===== src/hdl/dtc_pkg.sv =====
// shared types, constants and helpers for the divider/timer/counter block
package dtc_pkg;

   localparam int unsigned DIV_WIDTH     = 16;
   localparam int unsigned CNT_WIDTH     = 8;
   localparam int unsigned CTRL_WIDTH    = 3;
   localparam int unsigned CD_WIDTH      = 3;
   localparam int unsigned DATA_WIDTH    = 8;
   localparam int unsigned TYPE_WIDTH    = 2;
   localparam int unsigned INDEX_WIDTH   = 2;
   localparam int unsigned SEL_WIDTH     = 4;

   localparam bit          SKIP_BOOT_DEFAULT = 1'b0;
   localparam logic [DIV_WIDTH-1:0]  BOOT_DIVIDER  = 16'hABCC;
   localparam logic [CD_WIDTH-1:0]   RELOAD_TICKS  = 3'd4;
   localparam logic [DATA_WIDTH-1:0] CTRL_READ_SET = 8'hF8;
   localparam int unsigned           APU_BIT       = 4;

   // divider bit used as timer clock for each rate select code
   localparam logic [SEL_WIDTH-1:0] CLOCK_BIT_SEL [4] = '{4'd9, 4'd3, 4'd5, 4'd7};

   typedef enum logic [TYPE_WIDTH-1:0] {
      REQ_TICK  = 2'd0,
      REQ_READ  = 2'd1,
      REQ_WRITE = 2'd2
   } req_kind_type;

   typedef enum logic [INDEX_WIDTH-1:0] {
      REG_DIV    = 2'd0,
      REG_CNT    = 2'd1,
      REG_RELOAD = 2'd2,
      REG_CTRL   = 2'd3
   } reg_sel_type;

   typedef struct packed {
      logic [TYPE_WIDTH-1:0]  req_type;
      logic [INDEX_WIDTH-1:0] reg_index;
      logic [DATA_WIDTH-1:0]  write_data;
   } req_payload_type;

   typedef struct packed {
      logic [DATA_WIDTH-1:0] read_data;
      logic                  timer_irq;
      logic                  apu_div_step;
   } rsp_payload_type;

   // enabled, selected divider bit
   function automatic logic timer_clock(input logic [CTRL_WIDTH-1:0] ctrl,
                                        input logic [DIV_WIDTH-1:0]  div);
      return ctrl[2] & div[CLOCK_BIT_SEL[ctrl[1:0]]];
   endfunction

endpackage


===== src/hdl/dtc_rsp_buf.sv =====
// two-entry response buffer: output register plus skid entry
module dtc_rsp_buf import dtc_pkg::*; (
   input  logic            clock,
   input  logic            reset,
   input  logic            push,
   input  rsp_payload_type push_data,
   output logic            space,
   output logic            head_valid,
   input  logic            head_ready,
   output rsp_payload_type head_data
);

   logic            head_valid_ff;
   logic            skid_valid_ff;
   rsp_payload_type head_ff;
   rsp_payload_type skid_ff;
   logic            pop;

   assign pop        = head_valid_ff & head_ready;
   assign space      = ~skid_valid_ff;
   assign head_valid = head_valid_ff;
   assign head_data  = head_ff;

   always_ff @(posedge clock) begin
      if (reset) begin
         head_valid_ff <= 1'b0;
         skid_valid_ff <= 1'b0;
      end else if (pop) begin
         if (skid_valid_ff) begin
            skid_valid_ff <= 1'b0;
         end else if (!push) begin
            head_valid_ff <= 1'b0;
         end
      end else if (push) begin
         if (head_valid_ff) begin
            skid_valid_ff <= 1'b1;
         end else begin
            head_valid_ff <= 1'b1;
         end
      end
   end

   always_ff @(posedge clock) begin
      if (pop) begin
         if (skid_valid_ff) begin
            head_ff <= skid_ff;
         end else if (push) begin
            head_ff <= push_data;
         end
      end else if (push) begin
         if (head_valid_ff) begin
            skid_ff <= push_data;
         end else begin
            head_ff <= push_data;
         end
      end
   end

endmodule

===== config.mk =====
export PLATFORM = sky130hd
export DESIGN_NAME = dtc_rsp_buf
export DESIGN_NICKNAME = d
export VERILOG_FILES = /design/src/hdl/dtc_pkg.sv /design/src/hdl/dtc_rsp_buf.sv
export SDC_FILE = /design/constraint.sdc
export NUM_CORES = 1
export LEC_CHECK = 0
export BUFFER_PORTS_ARGS = -buffer_cell sky130_fd_sc_hd__buf_2
export CORE_MARGIN = 1.5
export CORE_UTILIZATION = 51
export DETAILED_ROUTE_END_ITERATION = 7
export GPL_TIMING_DRIVEN = 0
export PLACE_DENSITY = 0.77
export RECOVER_POWER = 100
export SLEW_MARGIN = 0
export SYNTH_ARGS = -nofsm -noshare
export SYNTH_HDL_FRONTEND = slang
export SYNTH_SLANG_ARGS = --single-unit

===== constraint.sdc =====
create_clock -name clock -period 2.29 [get_ports clock]
set_input_delay 0 -clock clock [delete_from_list [all_inputs] [get_ports clock]]
set_output_delay 0 -clock clock [all_outputs]
set_load 0.005 [all_outputs]

* Word level (Yosys, flattened, before mapping)
Cells that the tools add are included.
Operators by class: reduce and logical (&&, ||, !) cells 7, bitwise operators 3, div/mod/pow operators 0, add/subtract/negate cells 0, equality and inequality tests 3, order comparisons 0, shifts and indexed selects 0, $mul 0, muxes and demuxes 9
Operator list (number):
- 10-bit 2-to-1 mux | 5
- 3-bit AND reduction | 3
- 1-bit 2-to-1 mux | 4
- 2-bit != test (second input constant) | 2
- 2-bit nonzero test | 2
- 2-bit by 1-bit != test with 1-bit output (second input constant) | 1
- 1-bit NOT | 2
- 2-bit AND reduction | 1
- 2-bit OR reduction | 1
- 1-bit bitwise AND | 1
Storage, ports and cells: logic and storage cells 30, memories kept 0, flip-flop bits (word level) 22, bits in read-only memories 0, bits in latches 0, output and inout bits 12, memory bits (writable) 0

* Logic depth before layout (Yosys ltp)
Gate-level depths: netlist (run 1).
depth after elaboration 3, gate-level depth with buffers 3, mapped depth without buffers 3

* Worst setup path after synthesis (run 1)
Ideal clock, no wire load.
path kind reg2reg, start point register head_valid_ff (netlist: head_valid), end point register head_ff (netlist bit head_data[0]) (enable), arrival 1.099 ns, clock period less this slack 1.479 ns, cell stages (with the launch flop) 3, path buffers 0, slack 0.811 ns, data required time 1.910 ns, path through dfxtp_1 -> a21oi_1 -> a21oi_1
On the way: cells in the longest elaborated chain, start to end 3, elaborated cells between the ends (all ways) 4, those cells by class eq/ne (1); bitwise (1); reduce/logical (2)
RTL lines:
- start: declaration | line dtc_rsp_buf.sv:13 | logic head_valid_ff;
- start signal: assignment | line dtc_rsp_buf.sv:26 | head_valid_ff <= 1'b0;
- start signal: assignment | line dtc_rsp_buf.sv:32 | head_valid_ff <= 1'b0;
- start signal: assignment | line dtc_rsp_buf.sv:38 | head_valid_ff <= 1'b1;
- 1-bit bitwise AND | line dtc_rsp_buf.sv:19 | assign pop = head_valid_ff & head_ready;
- 2-bit by 1-bit != test with 1-bit output (no line) or 2-bit nonzero test (tied branches)
- 3-bit AND reduction (no line) *
- end signal: assignment | line dtc_rsp_buf.sv:46 | head_ff <= skid_ff;
- end signal: assignment | line dtc_rsp_buf.sv:48 | head_ff <= push_data;
- end signal: assignment | line dtc_rsp_buf.sv:54 | head_ff <= push_data;
- end: declaration | line dtc_rsp_buf.sv:15 | rsp_payload_type head_ff;
Every way passes the cells marked *; elsewhere a longest branch is shown, timed or not. A chain may end at the register's enable or synchronous reset.

* Final worst setup path (run 1)
start point register head_valid_ff (netlist: head_valid), end point register head_ff (netlist bit head_data[2]) (enable)
Same word-level chain as after synthesis.

==> run_results.csv, run 1 <==
group,metric,value,unit
clock_network,htreeDepth,1,
worst_setup_path,crit_path_start_kind,"flip-flop",
drt,drt-vias-per-instance,4.96,
final_layout,final_common_cell,"edfxtp_1",
worst_setup_path,r2r_start,"head_valid$_SDFFE_PP0P_",
timing,hold_violations,0,
clock_network,clk_pin_slew,0.11,ns
drt,vias,501,
global_route,grt.overflow.total,0,
clock_network,cts-root-buf,"clkbuf_4",
timing,tns,0,ns
floorplan,rows,14,
floorplan,num_io_pins,26,
timing,relSlewSlack,35.2,%
final_layout,antenna-diode-count,0,
synth,syn_avg_cell_area,19.1,um^2
worst_setup_path,r2r_setup_slack,0.62,ns
worst_setup_path,crit_start,"head_valid$_SDFFE_PP0P_",
power_and_ir_drop,peakVddDrop,0.455,mV
worst_setup_path,r2r_cells,2,
global_route,grt_pass1_vias,505,
synth,synthCells,43,
synth,syn_area,822,um^2
worst_setup_path,endpoint_kind,"flip-flop",
status,status,"complete, no violations",
timing,fmax,599,MHz
placed_design,placed_cell_area,967,um^2
placed_design,port_buffers,25,
floorplan,core,1510,um^2
synth,synth_cell_types,9,
drt,wl_per_cell,13.7,um
timing,period_needed,1.67,ns
synth,yosys.area.top_type,"edfxtp_1",
timing,clock_skew,0.00286,ns
drt,drtIter0Drc,5,
worst_hold_path,min_path_cells,3,
worst_setup_path,cp_data_arrival_time,1.60,ns
power_and_ir_drop,p_per_area,639,nW/um^2
drt,totalWireLength,1380,um
worst_setup_path,cp_max_fo,10,
final_layout,area_delta_synth_final,33.5,%
clock_network,cts_tree,"done",
synth,synthDominantCellAreaShare,73.1,%
timing,grt_setup_unrepaired,"false",
placed_design,gp_congestion,0.619,
power_and_ir_drop,power.leakage,0.414,nW
worst_setup_path,criticalPathCategory,"flip-flop to flip-flop",
timing,setup_viol_count_final,0,
synth,yosys-top-cells-area,"edfxtp_1, mux2_2, dfxtp_1, a21oi_1, nand3_4",
synth,synth_nets,57,
job,drv_cap,0,
worst_hold_path,hold_class,"primary input to flip-flop",
global_route,grt_pass1_wl,2120,um
global_route,antenna_found_initial,0,
clock_network,cts_buffers,3,
final_layout,final_cell_mix,"edfxtp_1, buf_2, dlygate4sd3_1",
synth,synth-seq-cells,22,
floorplan,dieArea,1860,um^2
synth,yosysWarningCount,0,
worst_setup_path,r2r_end,"head_data[2]$_DFFE_PP_",
clock_network,cts.sinks,22,
final_layout,drive_gt1_share,32.9,%
timing,period_share,72.9,%
drt,remaining_drc_errors,0,
final_layout,finish.instance_area,1100,um^2
placed_design,dp_hpwl,831,um
clock_network,cts_resized,0,
drt,drtPass1Iterations,2,
floorplan,fp.dieH,43.1,um
final_layout,final_nets,100,
worst_setup_path,cp.required,2.22,ns
synth,seq_area_frac_synth,77.9,%
timing,slew_violations,0,
worst_setup_path,endpoint,"head_data[2]$_DFFE_PP_",
floorplan,die_w,43.1,um
global_route,grt_max_degree,13,
clock_network,cts_buffer_depth,2,
floorplan,start_util,54.6,%
global_route,grt_use_total,15.8,%
drt,final_antenna_net_count,0,
timing,worst_pin_slew,0.973,ns
clock_network,clock_latency,0.29,ns
worst min path at each step:
stage | start | to
floorplan | reset | head_valid$_SDFFE_PP0P_
global placement | reset | head_valid$_SDFFE_PP0P_
detailed placement | reset | head_valid$_SDFFE_PP0P_
CTS | push | skid_valid_ff$_SDFFE_PP0P_
global route | push | skid_valid_ff$_SDFFE_PP0P_
finish | push | skid_valid_ff$_SDFFE_PP0P_
state kept, by name, indices dropped and copies added (netlist names):
signal         flops
skid_valid_ff      1
head_data         10
skid_ff           10
head_valid         1
synth_stat cells (all sizes together):
library cell,n
a211oi,1
a21oi,4
and3,1
dfxtp,2
edfxtp,20
inv,3
mux2,10
nand3,1
o21ai,1
metal layers:
layer	vias to the layer above	wire length (um)	GRT usage, %	part of all wire (%)
li1	249	-	-	-
met1	235	565	18.8	41
met2	15	739	29.3	54
met3	2	61	2.55	4.4
met4	0	12	3.64	0.87
met5	-	0	0	0
layout make-up:
| class | instances | area, um^2 |
|---|---|---|
| tap | 16 | 20.0 |
| clock buffer | 3 | 22.5 |
| inverter | 3 | 11.3 |
| sequential | 22 | 641 |
| fill | 125 | 409 |
| multi-input combinational | 18 | 156 |
| clock inverter | 1 | 3.75 |
| timing repair buffer | 38 | 243 |
power breakdown:
| group | internal (mW) | switching [mW] |
|---|---|---|
| clock | 0.0632 | 0.106 |
| sequential | 0.459 | 0.00630 |
| combinational | 0.0387 | 0.0283 |
| total | 0.561 | 0.140 |
logic make-up after synthesis:
family | after synthesis | synth area share, %
and+or+nand+nor | 2 | 3.04
buffers and inverters | 3 | 1.37
muxes | 10 | 13.7
DFF | 22 | 77.9
AOI/OAI and AO/OA | 6 | 3.96
worst max-delay path, stage by stage, from the launching register on:
cell and delay [ns]:
dfxtp_1 0.45, a21oi_1 0.10, a21oi_1 0.75
per-stage QoR:
step	cells	hold WS [ns]	total power [mW]	setup slack, ns	utilization (%)
2_1_floorplan	43	0.0691	0.497	0.811	-
3_3_place_gp	84	0.173	0.526	0.602	64.2
3_5_place_dp	84	0.185	0.528	0.555	64.2
4_1_cts	101	0.0612	0.707	0.542	74.6
5_1_grt	101	0.0878	0.725	0.515	72.8
6_report	101	0.0700	0.701	0.621	72.8
repair_timing:
item	in CTS	in global routing
setup buffers	0	0
hold buffers	13	0
endpoints found under the hold margin	12	0
No activity file was read; power rests on OpenSTA's default activity.
==> run 2, diff against run 1 <==
--- a/config.mk
+++ b/config.mk
@@ -7,10 +7,10 @@
 export LEC_CHECK = 0
 export BUFFER_PORTS_ARGS = -buffer_cell sky130_fd_sc_hd__buf_2
 export CORE_MARGIN = 1.5
-export CORE_UTILIZATION = 51
+export CORE_UTILIZATION = 43
 export DETAILED_ROUTE_END_ITERATION = 7
 export GPL_TIMING_DRIVEN = 0
-export PLACE_DENSITY = 0.77
+export PLACE_DENSITY = 0.69
 export RECOVER_POWER = 100
 export SLEW_MARGIN = 0
 export SYNTH_ARGS = -nofsm -noshare
==> constraint.sdc (replaced) <==
create_clock -name clock -period 1.4 [get_ports clock]
set_input_delay 0 -clock clock [delete_from_list [all_inputs] [get_ports clock]]
set_output_delay 0 -clock clock [all_outputs]
set_load 0.005 [all_outputs]
==> run 2 against run 1 <==
Sequential cell count stayed put. Critical path type is now primary input to flip-flop. Critical endpoint is now head_data[1]$_DFFE_PP_. Largest cell class unchanged. First-iteration DRC count decreased by 20%. Critical path depth up 2. Worst hold slack improved by 0.33 ns.
==> run_results.csv, run 2 (synthesis gave the netlist of run 1 again) <==
group,metric,value,unit
job,drv_cap,0,
worst_setup_path,r2r_end,"head_data[1]$_DFFE_PP_",
timing,fin_ws,0.150,ns
floorplan,start_util,46.6,%
clock_network,clk_pin_slew,0.11,ns
power_and_ir_drop,p_per_area,1020,nW/um^2
final_layout,multi_input_area,181,um^2
worst_setup_path,r2r_cells,2,
clock_network,cts_buffer_depth,2,
worst_setup_path,cp_data_arrival_time,1.23,ns
drt,vias,508,
clock_network,htreeDepth,1,
global_route,grt_pass1_vias,489,
timing,slew_violations,0,
worst_setup_path,slowest_delay,0.54,ns
clock_network,cts_tree,"done",
drt,remaining_drc_errors,0,
floorplan,rows,15,
worst_setup_path,path_delay_family,"buffers and inverters",
power_and_ir_drop,sequentialPowerShare,66.0,%
power_and_ir_drop,p_sw,0.238,mW
floorplan,num_io_pins,26,
timing,period_needed,1.25,ns
global_route,antenna_found_initial,0,
drt,wl_per_cell,12.8,um
global_route,grt_use_total,14.8,%
final_layout,final_cell_mix,"edfxtp_1, buf_2, dlygate4sd3_1",
worst_setup_path,cp_max_fo,10,
timing,clock_skew,0.000712,ns
floorplan,die_w,46.7,um
worst_setup_path,r2r_start,"skid_valid_ff$_SDFFE_PP0P_",
timing,worst_pin_slew,0.355,ns
global_route,grt.overflow.total,0,
status,status,"complete, no violations",
worst_hold_path,min_to,"head_valid$_SDFFE_PP0P_",
drt,drt-vias-per-instance,4.62,
drt,totalWireLength,1410,um
drt,drtPass1Iterations,2,
worst_hold_path,min_path_cells,3,
worst_setup_path,cp.required,1.38,ns
placed_design,placed_cell_area,982,um^2
final_layout,area_delta_synth_final,37.9,%
worst_setup_path,criticalPathCategory,"primary input to flip-flop",
power_and_ir_drop,peakVddDrop,0.660,mV
power_and_ir_drop,power.share.combinational,9.9,%
timing,grt_setup_unrepaired,"false",
worst_setup_path,path_cells,"dlygate4sd3_1, clkbuf_1, inv_1, a21oi_4",
power_and_ir_drop,switching_share,20.6,%
power_and_ir_drop,clkPwrFrac,24.1,%
final_layout,finish.instance_area,1130,um^2
clock_network,cts_buffers,3,
worst_setup_path,endpoint_kind,"flip-flop",
timing,relSlewSlack,76.3,%
floorplan,dieArea,2180,um^2
final_layout,regArea,642,um^2
drt,drtIter0Drc,4,
timing,hold_violations,0,
placed_design,gp_congestion,0.658,
timing,setup_viol_count_final,0,
power_and_ir_drop,p_total,1.16,mW
final_layout,drive_gt1_share,36.5,%
global_route,grt_max_degree,13,
power_and_ir_drop,p_int,0.919,mW
worst_setup_path,r2r_setup_slack,0.17,ns
timing,fmax,800,MHz
global_route,grt_pass1_wl,2100,um
floorplan,fp.dieH,46.7,um
placed_design,port_buffers,25,
final_layout,final_nets,100,
floorplan,core,1760,um^2
clock_network,cts-root-buf,"clkbuf_4",
worst_setup_path,crit_path_start_kind,"primary input",
worst_hold_path,min_from,"reset",
drt,final_antenna_net_count,0,
timing,period_share,89.3,%
timing,fin_hold_ws,0.402,ns
worst_hold_path,hold_class,"primary input to flip-flop",
worst_setup_path,path_buf_inv,3,
worst_setup_path,crit_path_top_delay_cell,"dlygate4sd3_1",
placed_design,post-place-ws,-0.0316,ns
clock_network,post_cts_buffers,0,
final_layout,fillers,148,
final_layout,antenna-diode-count,0,
final_layout,final_common_cell,"edfxtp_1",
clock_network,cts.sinks,22,
power_and_ir_drop,power.leakage,0.412,nW
clock_network,clock_latency,0.29,ns
## run 2: changes by cell type in the layout (fill, tap and decap cells not counted)
cell | before | now
a21oi_1 | 4 | 3
a21oi_4 | 0 | 1
and3_1 | 1 | 0
and3_2 | 0 | 1
clkbuf_1 | 10 | 11
clkbuf_2 | 1 | 0
dfxtp_1 | 2 | 1
dfxtp_2 | 0 | 1
nand3_1 | 1 | 0
nand3_4 | 0 | 1
## run 2: power by group through the flow
stage / Sequential [mW] / Clock [mW] / Combinational, mW
4_1_cts: 0.764 / 0.285 / 0.118
3_3_place_gp: 0.777 / 0 / 0.0853
2_1_floorplan: 0.780 / 0 / 0.0335
3_5_place_dp: 0.778 / 0 / 0.0873
5_1_grt: 0.768 / 0.315 / 0.125
6_report: 0.764 / 0.279 / 0.114
## run 2: layout make-up
cell class / instances / share of cell area [%]
clock buffers: 3 / 1.99
multi-input cells: 18 / 16.0
flip-flops and latches: 22 / 56.6
well taps: 25 / 2.76
repair buffers: 38 / 21.3
inverters: 3 / 0.993
clock inverters: 1 / 0.331
## run 2: worst reg2reg max path: cells and delay by family (launching register included)
| kind | cells | cell delay [ns] |
|---|---|---|
| DFF | 1 | 0.45 |
| AOI/OAI and AO/OA | 2 | 0.46 |
## run 2: worst max path at each step
stage	depth (start not counted)	endpoint	slack (ns)	from
finish	4	head_data[1]$_DFFE_PP_	0.15	head_ready
global route	2	head_data[5]$_DFFE_PP_	0.09	skid_valid_ff$_SDFFE_PP0P_
CTS	2	head_data[7]$_DFFE_PP_	0.05	head_valid$_SDFFE_PP0P_
detailed placement	2	head_data[1]$_DFFE_PP_	-0.03	head_valid$_SDFFE_PP0P_
global placement	2	head_data[6]$_DFFE_PP_	-0.02	head_valid$_SDFFE_PP0P_
floorplan	2	head_data[0]$_DFFE_PP_	0.12	head_valid$_SDFFE_PP0P_
## run 2: repair_timing
| item | 4_1_cts | 5_1_grt |
|---|---|---|
| gates resized for setup | 1 | 1 |
| hold buffers | 13 | 0 |
| setup endpoints to repair | 10 | 8 |
| hold endpoints to repair | 12 | 0 |
## run 2: stage by stage
stage	instances	util, %	TNS [ns]
2_1_floorplan	43	-	0
3_3_place_gp	93	55.7	-0.157
3_5_place_dp	93	55.7	-0.313
4_1_cts	110	65.0	0
5_1_grt	110	64.3	0
6_report	110	64.3	0
## run 2: per-layer routing
metal / up-vias / part of all wire [%] / track usage, %
li1: 251 / - / -
met5: - / 0 / 0
met2: 17 / 54 / 26.4
met3: 2 / 3.5 / 3.53
met1: 238 / 41 / 16.6
met4: 0 / 0.99 / 6.67
