**config.mk**
```make
export PLATFORM = sky130hd
export DESIGN_NAME = dtc_core
export DESIGN_NICKNAME = d
export VERILOG_FILES = /design/src/hdl/dtc_pkg.sv /design/src/hdl/dtc_core.sv
export SDC_FILE = /design/constraint.sdc
export NUM_CORES = 1
export LEC_CHECK = 0
export ABC_AREA = 1
export BUFFER_PORTS_ARGS = -buffer_cell sky130_fd_sc_hd__buf_4
export CORE_ASPECT_RATIO = 0.75
export CORE_MARGIN = 3
export CORE_UTILIZATION = 37
export DETAILED_ROUTE_END_ITERATION = 6
export GPL_ROUTABILITY_DRIVEN = 1
export HOLD_SLACK_MARGIN = 0.12
export PLACE_DENSITY_LB_ADDON = 0.05
export SLEW_MARGIN = 30
export SYNTH_ARGS = -nofsm -noshare
export SYNTH_HDL_FRONTEND = slang
export SYNTH_SLANG_ARGS = --single-unit
```
**constraint.sdc**
```tcl
create_clock -name clock -period 4.88 [get_ports clock]
set_clock_uncertainty 0.05 [all_clocks]
set_input_delay 0 -clock clock [delete_from_list [all_inputs] [get_ports clock]]
set_output_delay 0 -clock clock [all_outputs]
set_load 0.02 [all_outputs]
```
**src/hdl/dtc_pkg.sv**
```systemverilog
// shared types, constants and helpers for the divider/timer/counter block
package dtc_pkg;

   localparam int unsigned DIV_WIDTH     = 16;
   localparam int unsigned CNT_WIDTH     = 8;
   localparam int unsigned CTRL_WIDTH    = 3;
   localparam int unsigned CD_WIDTH      = 3;
   localparam int unsigned DATA_WIDTH    = 8;
   localparam int unsigned TYPE_WIDTH    = 2;
   localparam int unsigned INDEX_WIDTH   = 2;
   localparam int unsigned SEL_WIDTH     = 4;

   localparam bit          SKIP_BOOT_DEFAULT = 1'b0;
   localparam logic [DIV_WIDTH-1:0]  BOOT_DIVIDER  = 16'hABCC;
   localparam logic [CD_WIDTH-1:0]   RELOAD_TICKS  = 3'd4;
   localparam logic [DATA_WIDTH-1:0] CTRL_READ_SET = 8'hF8;
   localparam int unsigned           APU_BIT       = 4;

   // divider bit used as timer clock for each rate select code
   localparam logic [SEL_WIDTH-1:0] CLOCK_BIT_SEL [4] = '{4'd9, 4'd3, 4'd5, 4'd7};

   typedef enum logic [TYPE_WIDTH-1:0] {
      REQ_TICK  = 2'd0,
      REQ_READ  = 2'd1,
      REQ_WRITE = 2'd2
   } req_kind_type;

   typedef enum logic [INDEX_WIDTH-1:0] {
      REG_DIV    = 2'd0,
      REG_CNT    = 2'd1,
      REG_RELOAD = 2'd2,
      REG_CTRL   = 2'd3
   } reg_sel_type;

   typedef struct packed {
      logic [TYPE_WIDTH-1:0]  req_type;
      logic [INDEX_WIDTH-1:0] reg_index;
      logic [DATA_WIDTH-1:0]  write_data;
   } req_payload_type;

   typedef struct packed {
      logic [DATA_WIDTH-1:0] read_data;
      logic                  timer_irq;
      logic                  apu_div_step;
   } rsp_payload_type;

   // enabled, selected divider bit
   function automatic logic timer_clock(input logic [CTRL_WIDTH-1:0] ctrl,
                                        input logic [DIV_WIDTH-1:0]  div);
      return ctrl[2] & div[CLOCK_BIT_SEL[ctrl[1:0]]];
   endfunction

endpackage

```
**src/hdl/dtc_core.sv**
```systemverilog
// timer state registers and the per-request update logic
module dtc_core import dtc_pkg::*; #(
   parameter bit SKIP_BOOT = SKIP_BOOT_DEFAULT
) (
   input  logic            clock,
   input  logic            reset,
   input  logic            step,
   input  req_payload_type req,
   output rsp_payload_type result
);

   logic [DIV_WIDTH-1:0]  divider_ff, divider_in;
   logic [CNT_WIDTH-1:0]  counter_ff, counter_in;
   logic [CNT_WIDTH-1:0]  reload_ff, reload_in;
   logic [CTRL_WIDTH-1:0] control_ff, control_in;
   logic [CD_WIDTH-1:0]   countdown_ff, countdown_in;
   logic                  reloaded_ff, reloaded_in;
   logic                  last_edge_ff, last_edge_in;

   logic                  do_edge;
   logic                  edge_now;
   logic [CNT_WIDTH-1:0]  cnt_mid;
   logic [CD_WIDTH-1:0]   cd_mid;
   logic [CD_WIDTH-1:0]   cd_dec;

   always_comb begin
      divider_in  = divider_ff;
      reload_in   = reload_ff;
      control_in  = control_ff;
      reloaded_in = reloaded_ff;
      cnt_mid     = counter_ff;
      cd_mid      = countdown_ff;
      cd_dec      = countdown_ff - 3'd1;
      do_edge     = 1'b0;
      result      = '0;
      case (req_kind_type'(req.req_type))
         REQ_TICK: begin
            reloaded_in = 1'b0;
            if (countdown_ff != '0) begin
               cd_mid = cd_dec;
               if (cd_dec == '0) begin
                  cnt_mid          = reload_ff;
                  result.timer_irq = 1'b1;
                  reloaded_in      = 1'b1;
               end
            end
            divider_in          = divider_ff + 16'd1;
            result.apu_div_step = divider_ff[APU_BIT] & ~divider_in[APU_BIT];
            do_edge             = 1'b1;
         end
         REQ_READ: begin
            case (reg_sel_type'(req.reg_index))
               REG_DIV:    result.read_data = divider_ff[DIV_WIDTH-1 -: DATA_WIDTH];
               REG_CNT:    result.read_data = counter_ff;
               REG_RELOAD: result.read_data = reload_ff;
               REG_CTRL:   result.read_data = CTRL_READ_SET | DATA_WIDTH'(control_ff);
               default:    result.read_data = '0;
            endcase
         end
         REQ_WRITE: begin
            case (reg_sel_type'(req.reg_index))
               REG_DIV: begin
                  divider_in = '0;
                  do_edge    = 1'b1;
               end
               REG_CNT: begin
                  // ignored after the tick on which the reload landed, until the next tick
                  if (!reloaded_ff) begin
                     cd_mid  = '0;
                     cnt_mid = req.write_data;
                  end
               end
               REG_RELOAD: begin
                  reload_in = req.write_data;
                  if (reloaded_ff) begin
                     cnt_mid = req.write_data;
                  end
               end
               REG_CTRL: begin
                  control_in = req.write_data[CTRL_WIDTH-1:0];
                  do_edge    = 1'b1;
               end
               default: ;
            endcase
         end
         default: ;
      endcase

      // falling edge of the timer clock bumps the counter; overflow to zero starts the reload countdown
      edge_now     = timer_clock(control_in, divider_in);
      counter_in   = cnt_mid;
      countdown_in = cd_mid;
      last_edge_in = last_edge_ff;
      if (do_edge) begin
         last_edge_in = edge_now;
         if (last_edge_ff && !edge_now) begin
            counter_in = cnt_mid + 8'd1;
            if (counter_in == '0) begin
               countdown_in = RELOAD_TICKS;
            end
         end
      end
   end

   always_ff @(posedge clock) begin
      if (reset) begin
         divider_ff   <= SKIP_BOOT ? BOOT_DIVIDER : '0;
         counter_ff   <= '0;
         reload_ff    <= '0;
         control_ff   <= '0;
         countdown_ff <= '0;
         reloaded_ff  <= 1'b0;
         last_edge_ff <= 1'b0;
      end else if (step) begin
         divider_ff   <= divider_in;
         counter_ff   <= counter_in;
         reload_ff    <= reload_in;
         control_ff   <= control_in;
         countdown_ff <= countdown_in;
         reloaded_ff  <= reloaded_in;
         last_edge_ff <= last_edge_in;
      end
   end

   a_countdown_range: assert property (@(posedge clock) disable iff (reset)
      countdown_ff <= RELOAD_TICKS)
      else $error("reload countdown out of range");

   a_div_tick: assert property (@(posedge clock) disable iff (reset)
      step && req.req_type == REQ_TICK |=> divider_ff == $past(divider_ff) + 16'd1)
      else $error("divider did not advance on tick");

   a_irq_source: assert property (@(posedge clock) disable iff (reset)
      step && result.timer_irq |-> countdown_ff == 3'd1 && req.req_type == REQ_TICK)
      else $error("timer irq without pending reload");

   a_cnt_write: assert property (@(posedge clock) disable iff (reset)
      step && req.req_type == REQ_WRITE && req.reg_index == REG_CNT && !reloaded_ff
      |=> countdown_ff == '0 && counter_ff == $past(req.write_data))
      else $error("counter write not applied");

endmodule

```
* After elaboration in Yosys (flattened, before gate mapping) *
Index checks and enable logic that the tools add are counted.

storage, ports and cells
  flip-flop bits (word level) = 40
  latch bits = 0
  RAM bits = 0
  ROM bits = 0
  output and inout port bits = 10
  word-level logic and storage cells = 63
  memories = 0

operators by class
  $add $sub $neg = 3
  $mul = 0
  divide/modulo/power cells = 0
  $lt $le $gt $ge = 2
  eq/ne operators = 5
  shift operators = 0
  mux-type cells = 31
  bitwise operators = 4
  reductions and logical operators = 11

operators with widths
  kind                   count
  $mux 8                 7
  $pmux 16 s2            1
  $pmux 8 s2             2
  $pmux 8 s4             1
  $mux 3                 8
  $add 16x1->16 const B  1
  $mux 16                1
  $add 8x1->8 const B    1
  $bmux 4 s2             1
  $logic_not 8->1        1
  $mux 4                 2
  $eq 2x2->1 const B     3
  $pmux 3 s2             1
  $lt 4x5->1 const B     1
  $bmux 1 s4             1
  $eq 2x1->1 const B     2
  $logic_not 2->1        2
  $mux 1                 4
  $reduce_and 2->1       2
  $ge 3x3->1 const B     1
  $logic_not 3->1        1
  $not 2->3              1
  $reduce_and 3->1       1
  $reduce_bool 3->1      1
  other kinds (8)        9

* Logic depth before layout (Yosys ltp) *
Gate-level depths: netlist of run 1.

  depth in word-level cells = 14
  gate-level depth with buffers = 19

* Worst setup path after synthesis of run 1 *
No wires, ideal clock.

  path kind = register to register
  from = reg countdown_ff[0]
  to = reg countdown_ff[1]
  library setup time = 132 ps
  data arrival time = 2226 ps
  setup slack = 2472 ps
  cell stages (with the launch flop) = 18
  buffers on the path = 0
  period minus slack after synthesis = 2408 ps
  cell sequence = dfxtp_1 -> inv_1 -> ha_1 -> a21oi_4 -> nand2_4 -> nand3_2 -> nand2_2 -> nor2_4 -> ha_1 -> nand3_1 -> nor2_2 -> nand2_1 -> nand2_1 -> nand2_1 -> nor2_1 -> nand4_2 -> nand2_1 -> a21oi_1

between the ends
  longest elaborated chain between the ends = 10
  elaborated cells between the ends (all ways) = 13
  classes of those cells = add/sub: 2; mux: 8; reduce/logical: 3

RTL lines
  element                 RTL line         text
  from (decl)             dtc_core.sv:16   logic [CD_WIDTH-1:0] countdown_ff, countdown_in;
  from (signal assigned)  dtc_core.sv:119  countdown_ff <= countdown_in;
  $sub 3x1->3             dtc_core.sv:33   cd_dec = countdown_ff - 3'd1;
  $logic_not 3->1         dtc_core.sv:41   if (cd_dec == '0) begin
  $mux 8                  dtc_core.sv:41
  $mux 8                  dtc_core.sv:39   if (countdown_ff != '0) begin
  $pmux 8 s2              dtc_core.sv:36   case (req_kind_type'(req.req_type))
  $add 8x1->8             dtc_core.sv:97   counter_in = cnt_mid + 8'd1;
  $logic_not 8->1         dtc_core.sv:98   if (counter_in == '0) begin
  $mux 3                  dtc_core.sv:98
  $mux 3                  dtc_core.sv:96   if (last_edge_ff && !edge_now) begin
  $mux 3 *                dtc_core.sv:94   if (do_edge) begin

Every way passes the cells marked *; elsewhere a longest branch is shown, timed or not.
A chain may end at the register's enable or synchronous reset.

* Final worst setup path of run 1 *
Ends and elaborated chain as after synthesis.

==> reports/results.txt, run 1 <==
Worst skew pair latency: 290 ps
Flop2flop setup slack: 2090 ps
Worst r2r src: countdown_ff[0]$_SDFFE_PP0P_
Final min period: 2794 ps
Synth Flop Type: dfxtp_1
Peak VDD IR: 0.0001132 V
Post-DP HPWL: 7.174 mm
Number of setup violations in the final report: 0
Mapped cell area: 3152 um^2
Worst hold path class: reg -> reg
Grt ovf: 0
Final period util: 57.25%
Gpl congestion: 0.8732
Syn_area_per_cell: 6.459 um^2
Startpoint types: register
First-pass GRT wire length: 15.90 mm
Gr busiest metal: met1
Area Growth Syn to Fin: 15.36%
Area contributors post-synth: dfxtp_1 25%, nand2_1 13%, a21oi_1 7.3%, inv_1 7.3%, nand3_1 6.2%
Fill cell count: 872
Leak Pwr: 1.647 nW
Sequential-to-total area share from yosys stat: 25.41%
Hold Path End: countdown_ff[1]$_SDFFE_PP0P_
Setup_tns: 0 ps
Top-count cell post-synth: nand2_1
Horiz. Die Dim: 112.6 um
Layout cells sized above 1: 14.73%
Final Hold Viols: 0
FMAX: 0.3579 GHz
Clock root cell: clkbuf_16
Hold path cells: 2
Area share of the largest cell type after synthesis: 25.41%
Clk sink count: 40
Clk slew on worst S/H paths: 60 ps
Warning count from the yosys run: 0
Post-layout net count: 541
Final worst setup slack: 2086 ps
Met2 Use GR: 29.95%
Status: complete, no violations
Max cap viols: 0
Initial antenna violation count: 0
Starting Density: 38.95%
Data arrival, critical path: 2920 ps
Met3 GRT Util: 4.372%
Global-route usage over all layers: 20.55%
Unique cell type count in the Yosys netlist: 43
Synth async-reset ratio: 0%
Worst path required time: 5000 ps
Finished Layout Cells: 621
Crit end category: register
I/O pin count: 25
Syn Inst Count: 488
Vias in the first global route: 3113
FF-to-FF End: countdown_ff[1]$_SDFFE_PP0P_
FF+latch count, synth: 40
Relative slew margins: 55.07%
Dpl ws: 2098 ps
Detailed router's first-iteration violation count: 226
WS Path Type: reg -> reg
Storage cell area: 800.8 um^2
Met1 usage: 30.60%
Ant diodes: 0
RSZ-0062 raised after global routing: no
Footprint of the multi-input gates: 1993 um^2
DP Cell Count: 601
DR DRC count: 0
DRT Pass-1 Iters: 5
CORE AREA: 8093 um^2
Die Y: 85.93 um
Hold_sp: countdown_ff[1]$_SDFFE_PP0P_
Largest net degree at the start of global routing: 32
Pwr dens: 241.7 nW/um^2
Synth cell count leaders: 113 x nand2_1, 61 x inv_1, 46 x a21oi_1, 40 x dfxtp_1, 39 x nand3_1
Vias: 3255
Crit-path max FO: 11
CTS tree: yes
Wire per inst: 15.01 um
Slew @ Worst Pin: 673.1 ps
Final Max Tran Viols: 0
Post-Route WL: 9.321 mm
Routed Antenna Nets: 0
Die ar.: 9673 um^2
# H-tree levels: 2
Path depth of the worst reg2reg path: 19
Setup Fix Bufs, Post-CTS: 0
Yosys top cell by area: dfxtp_1
Syn nets: 514
Power Total: 0.8787 mW
Vias/cell: 5.242
CTS resizes: 0
Port bufs: 24
Max clock buf depth: 2
Row count: 28
TritonCTS buffer count: 5
Post-synth EDFFs: 0
metrics by stage:
step                      cell area (um^2)  utilization, %  hold slack (ps)
final                                 3636           44.93            441.6
after global routing                  3636           44.93            462.6
after CTS                             3636           44.93            440.4
after detailed placement              3369           41.64            201.5
after global placement                3369           41.64            192.2
after floorplan                       3152               -            28.47
critical path, cell delays in order, from the launching register on:
cell     delay [ps]
dfxtp_1         390
inv_1            80
ha_1            210
inv_1            50
nand2_1          40
nand2_1         330
nand2_4         130
nand3_2          90
nand2_2          70
nor2_4          180
ha_1            220
nand3_1         120
nor2_2          150
nand2_1          70
nand2_1          50
nand2_1          60
nor2_1          120
nand4_2         120
nand2_1          90
a21oi_1          60
registers in the layout (all words and copies together), names as in the netlist:
signal / count
divider_ff: 16
counter_ff: 8
reload_ff: 8
control_ff: 3
countdown_ff: 3
last_edge_ff: 1
reloaded_ff: 1
area by class of cell:
type | instances | share of cell area (%)
Inverter | 69 | 7.261
Tap cell | 105 | 3.613
Sequential cell | 40 | 22.02
Multi-Input combinational cell | 363 | 54.82
Timing Repair Buffer | 36 | 8.259
Clock buffer | 8 | 4.026
timing repair:
action / in CTS / in global routing
hold endpoints to repair: 29 / 0
hold buffers: 12 / 0
endpoints found under the setup margin: 0 / 0
where the power goes:
| part | leakage (nW) | switching, mW | total [mW] | internal [mW] |
|---|---|---|---|---|
| logic | 1.25 | 0.118 | 0.181 | 0.0629 |
| clock network | 0.0712 | 0.138 | 0.343 | 0.204 |
| registers | 0.326 | 0.0155 | 0.355 | 0.340 |
logic make-up (layout without fill, tap and decap cells):
| logic type | after synthesis | in the layout | synth area share (%) |
|---|---|---|---|
| flops | 40 | 40 | 25.41 |
| xor+xnor | 4 | 4 | 1.112 |
| simple gates | 237 | 237 | 37.12 |
| fa+ha+maj | 11 | 11 | 4.367 |
| compound gates | 111 | 111 | 20.64 |
| buf+inv | 85 | 113 | 11.35 |
per-layer routing:
layer / share of wire, % / up-vias
li1: - / 1676
met1: 54 / 1472
met2: 38 / 97
met3: 6.2 / 10
met4: 1.2 / 0
met5: 0 / -
how the worst max path moves through the flow:
stage / start / end / slack [ps]
3_5_place_dp: countdown_ff[0]$_SDFFE_PP0P_ / countdown_ff[1]$_SDFFE_PP0P_ / 2100
2_1_floorplan: countdown_ff[0]$_SDFFE_PP0P_ / countdown_ff[1]$_SDFFE_PP0P_ / 2470
3_3_place_gp: countdown_ff[0]$_SDFFE_PP0P_ / countdown_ff[0]$_SDFFE_PP0P_ / 2220
4_1_cts: countdown_ff[0]$_SDFFE_PP0P_ / countdown_ff[1]$_SDFFE_PP0P_ / 2100
6_report: countdown_ff[0]$_SDFFE_PP0P_ / countdown_ff[1]$_SDFFE_PP0P_ / 2090
5_1_grt: countdown_ff[0]$_SDFFE_PP0P_ / countdown_ff[0]$_SDFFE_PP0P_ / 1730
layout by cell type (no fill, tap or decap), types with 3 or more instances in the layout:
cell	synthesis	routed
o211ai_1	7	7
nand4_1	11	11
nor2_1	38	38
nand2_1	113	113
o221a_2	3	3
nor2_2	6	6
nand3_2	3	3
nor2_4	5	5
ha_1	11	11
dlygate4sd3_1	0	12
o21ai_1	4	4
o21ai_0	33	33
dfxtp_1	40	40
a211oi_1	6	6
inv_1	61	61
nand3_1	39	39
inv_2	6	6
nand2_2	6	6
a21oi_1	46	46
nor3_1	3	3
clkbuf_16	0	5
a221oi_1	3	3
nand2_4	4	4
buf_4	0	24
No activity file was read; power rests on OpenSTA's default activity.
==> run 2: changes to the inputs <==
- clock period: 4.88 -> 2.45 ns (I/O delays scaled with it)
==> reports/results.txt, run 2 (same netlist as run 1, synthesis figures left out) <==
Status: complete, no violations
Max clock buf depth: 2
Critical Path Most Common Cell: nand2_2
Crit-path max FO: 5
Clock root cell: clkbuf_16
Routed Antenna Nets: 0
Starting Density: 38.95%
Final Max Tran Viols: 0
CP max-delay cell: dfxtp_2
Grt ovf: 0
Max cap viols: 0
Finished Layout Cells: 639
Pwr dens: 452.4 nW/um^2
Ant diodes: 0
Number of setup violations in the final report: 0
Crit-path cells: buf_6, ha_4, inv_2, a21oi_4, nand2_4, nand3_1, nand2_1, nor2_2, ha_2, nand3_4, nor2_4, nand2_2, nand2_2, nand2_2, nor2_4, nand4_4, nand2_2, a21oi_2
Global-route usage over all layers: 19.88%
Seq pwr share: 40.0%
Wire per inst: 14.71 um
Vias: 3316
Data arrival, critical path: 2420 ps
Row count: 28
Worst hold path class: reg -> reg
Peak VDD IR: 0.0002822 V
Fill cell count: 818
Gate power share: 23.4%
Final Hold Viols: 0
Area Growth Syn to Fin: 23.30%
Die ar.: 9673 um^2
Internal power: 1.203 mW
Vias in the first global route: 3046
DP Cell Count: 618
Layout cells sized above 1: 22.28%
First-pass GRT wire length: 15.45 mm
Top reg by flops: divider_ff
Relative slew margins: 62.64%
Post-DP HPWL: 7.153 mm
Clk sink count: 40
Sw Pwr: 0.5550 mW
Clk network pwr share: 36.6%
CORE AREA: 8093 um^2
# H-tree levels: 2
Port bufs: 24
FMAX: 0.4340 GHz
Leak Pwr: 1.745 nW
Post-Route WL: 9.400 mm
Final min period: 2304 ps
Detailed router's first-iteration violation count: 237
Power Total: 1.758 mW
WS Path Type: reg -> reg
Switching share of power: 31.57%
CP peak stage delay: 340 ps
Post-layout net count: 560
Max reg flops: 16
Vias/cell: 5.189
Clk slew on worst S/H paths: 60 ps
Die Y: 85.93 um
Biggest regs: divider_ff x16, counter_ff x8, reload_ff x8
TritonCTS buffer count: 5
DRT Pass-1 Iters: 5
Final period util: 94.05%
Most frequent cells in the layout: 108 x nand2_1, 58 x inv_1, 45 x a21oi_1
Flop2flop setup slack: 150 ps
Largest net degree at the start of global routing: 26
Slew @ Worst Pin: 556.7 ps
Worst skew pair latency: 290 ps
Initial antenna violation count: 0
Most common cell after layout, fill and taps aside: nand2_1
Horiz. Die Dim: 112.6 um
I/O pin count: 25
DR DRC count: 0
CTS tree: yes
Startpoint types: register
Gpl congestion: 0.8355
Crit end category: register
Worst path required time: 2570 ps
==> run 2: cell count changes in the layout (fill, tap and decap cells not counted), sizes merged <==
| cell | change |
|---|---|
| buf | +19 |
| clkbuf | -2 |
| clkinv | +1 |
==> run 2: stage by stage <==
step | setup slack, ps | cell area (um^2) | utilization [%] | setup TNS, ps | hold slack, ps
6_report | 145.7 | 3886 | 48.02 | 0 | 443.6
5_1_grt | -42.73 | 3886 | 48.02 | -82.17 | 471.2
4_1_cts | 20.54 | 3751 | 46.35 | 0 | 435.6
3_5_place_dp | 15.36 | 3497 | 43.21 | 0 | 199.6
3_3_place_gp | 97.62 | 3497 | 43.21 | 0 | 200.7
2_1_floorplan | 41.96 | 3152 | - | 0 | 28.47
==> run 2: final timing paths <==
path,end,start,cells past startpoint
setup reg to reg,countdown_ff[1]$_SDFFE_PP0P_,countdown_ff[0]$_SDFFE_PP0P_,18
setup / recovery,countdown_ff[1]$_SDFFE_PP0P_,countdown_ff[0]$_SDFFE_PP0P_,18
hold reg to reg,countdown_ff[1]$_SDFFE_PP0P_,countdown_ff[1]$_SDFFE_PP0P_,2
hold / removal,countdown_ff[1]$_SDFFE_PP0P_,countdown_ff[1]$_SDFFE_PP0P_,2
==> run 2: layer usage <==
layer / track usage (%) / up-vias / part of all wire [%]
met5: 0 / - / 0
met4: 4.476 / 0 / 0.69
met3: 3.738 / 6 / 4.9
met2: 28.44 / 89 / 40
met1: 30.46 / 1514 / 55
li1: - / 1707 / -
==> run 2: power by group through the flow <==
stage	Combinational (mW)	Sequential, mW	Clock [mW]
2_1_floorplan	0.256	0.710	0
6_report	0.411	0.704	0.644
3_5_place_dp	0.369	0.717	0
4_1_cts	0.386	0.702	0.666
5_1_grt	0.458	0.707	0.686
3_3_place_gp	0.369	0.717	0
==> run 2: timing repair <==
item / CTS / global route
setup endpoints to repair: 0 / 7
resized for setup: 0 / 33
hold endpoints to repair: 29 / 0
hold buffers: 12 / 0
setup buffers: 0 / 2
==> run 2: final cells by class <==
| class | instances | area [um^2] | area share (%) |
|---|---|---|---|
| clock inverters | 1 | 5.005 | 0.1288 |
| well taps | 105 | 131.4 | 3.381 |
| repair buffers | 55 | 446.7 | 11.49 |
| multi-input cells | 363 | 2107 | 54.22 |
| flip-flops and latches | 40 | 803.3 | 20.67 |
| inverters | 69 | 264.0 | 6.793 |
| clock buffers | 6 | 128.9 | 3.316 |
==> run 2: worst max-delay path: cells and delay by family (launching register included) <==
family          cells  cell delay [ps]
compound gates      2              240
fa+ha+maj           2              340
buf+inv             2              140
flops               1              340
simple gates       12             1070
==> run 3: changes to the inputs <==
- SETUP_SLACK_MARGIN: not set -> 0.4
==> reports/results.txt, run 3 (same netlist as run 1, synthesis figures left out) <==
Gpl congestion: 0.8525
Area after DPL: 3530 um^2
Max reg flops: 16
Clock root cell: clkbuf_16
Clk sink count: 40
CORE AREA: 8093 um^2
Fin area: 4028 um^2
FMAX: 0.4303 GHz
Peak VDD IR: 0.0002051 V
Sw Pwr: 0.5600 mW
DR DRC count: 0
Startpoint types: register
Area Growth Syn to Fin: 27.79%
Port bufs: 24
Most common cell after layout, fill and taps aside: nand2_1
DP Cell Count: 618
Post-layout net count: 569
Biggest regs: divider_ff x16, counter_ff x8, reload_ff x8
Max cap viols: 0
Max clock buf depth: 2
Internal power: 1.218 mW
Worst hold path class: in -> reg
Power Total: 1.778 mW
Final core occ: 49.77%
Leak Pwr: 1.823 nW
Slew @ Worst Pin: 577.2 ps
Horiz. Die Dim: 112.6 um
Starting Density: 38.95%
DRT Pass-1 Iters: 5
Die ar.: 9673 um^2
TritonCTS buffer count: 5
Wire per inst: 15.34 um
Worst path required time: 2570 ps
Most frequent cells in the layout: 108 x nand2_1, 58 x inv_1, 46 x a21oi_1
Finished Layout Cells: 648
Vias: 3454
Fill cell count: 836
Clk slew on worst S/H paths: 60 ps
Die Y: 85.93 um
RSZ-0062 raised after global routing: yes
Dpl ws: 2.925 ps
Seq pwr share: 39.7%
Crit-path max FO: 5
Final min period: 2324 ps
Crit end category: register
Data arrival, critical path: 2440 ps
Ant diodes: 0
Layout cells sized above 1: 24.31%
Number of setup violations in the final report: 0
Row count: 28
Grt ovf: 0
Gate power share: 24.5%
Hold_buf cts: 16
Largest net degree at the start of global routing: 26
Routed Antenna Nets: 0
Crit-path cells: buf_6, ha_4, inv_2, a21oi_4, nand2_4, nand3_2, nand2_2, nor2_4, ha_4, nand3b_1, nand2_1, nor2_1, nand3_1, nor2_1, nand4_2, nand2_1, a21oi_1
Vias in the first global route: 3195
Worst skew pair latency: 280 ps
Relative slew margins: 61.26%
CP peak stage delay: 340 ps
CTS tree: yes
First-pass GRT wire length: 16.50 mm
Final worst setup slack: 126.3 ps
Post-Route WL: 9.942 mm
Pwr dens: 441.4 nW/um^2
Switching share of power: 31.50%
Final Hold Viols: 5
Global-route usage over all layers: 21.22%
Detailed router's first-iteration violation count: 241
Top reg by flops: divider_ff
I/O pin count: 25
Failing checks: hold timing
WS Path Type: reg -> reg
Vias/cell: 5.330
# H-tree levels: 2
Final hold slack: -15.58 ps
Initial antenna violation count: 0
Clk network pwr share: 35.8%
Final period util: 94.85%
Setup_tns: 0 ps
Status: finished, violations left
Final Max Tran Viols: 0
CP max-delay cell: dfxtp_2
Post-DP HPWL: 7.247 mm
-- run 3: cell count changes in the layout (fill, tap and decap cells not counted), sizes merged --
cell and delta:
buf +5, dlygate4sd3 +4
-- run 3: cell type report --
class                   count  area [um^2]  area share, %
clock buffers               6        128.9          3.200
repair buffers             64        531.8          13.20
flip-flops and latches     40        807.0          20.04
inverters                  69        266.5          6.617
multi-input cells         363         2157          53.56
well taps                 105        131.4          3.262
clock inverters             1        5.005         0.1243
-- run 3: power groups by stage --
| stage | logic (mW) | clock network [mW] | registers, mW |
|---|---|---|---|
| floorplan | 0.261 | 0 | 0.710 |
| detailed placement | 0.378 | 0 | 0.718 |
| finish | 0.436 | 0.636 | 0.705 |
| CTS | 0.420 | 0.652 | 0.704 |
| global placement | 0.377 | 0 | 0.719 |
| global route | 0.483 | 0.682 | 0.709 |
-- run 3: repair_timing --
item                                    4_1_cts  5_1_grt
gates resized for setup                      22       19
pin swaps                                    12        7
endpoints found under the setup margin       10       11
setup buffers                                 5        2
hold endpoints to repair                     29        9
-- run 3: final timing paths --
kind                                   to  cells after the start  slack (ps)                    startpoint
min reg2reg     reload_ff[2]$_SDFFE_PP0P_                      2         430     reload_ff[2]$_SDFFE_PP0P_
min          countdown_ff[1]$_SDFFE_PP0P_                      2         -20                         reset
max reg2reg  countdown_ff[1]$_SDFFE_PP0P_                     17         130  countdown_ff[0]$_SDFFE_PP0P_
max          countdown_ff[1]$_SDFFE_PP0P_                     17         130  countdown_ff[0]$_SDFFE_PP0P_
-- run 3: worst max-delay path: cells and delay by family (launching register included) --
kind | cells | cell delay, ps
DFF | 1 | 340
AOI/OAI and AO/OA | 2 | 250
adders and majority gates | 2 | 290
buffers and inverters | 2 | 150
and+or+nand+nor | 11 | 1150
-- run 3: per-layer routing --
metal	up-vias	wire length (um)	part of all wire, %	GRT usage [%]
met5	-	0	0	0
met2	111	4117	41	31.02
li1	1724	-	-	-
met3	9	593	6.0	3.526
met1	1610	5124	52	32.17
met4	0	107	1.1	5.131
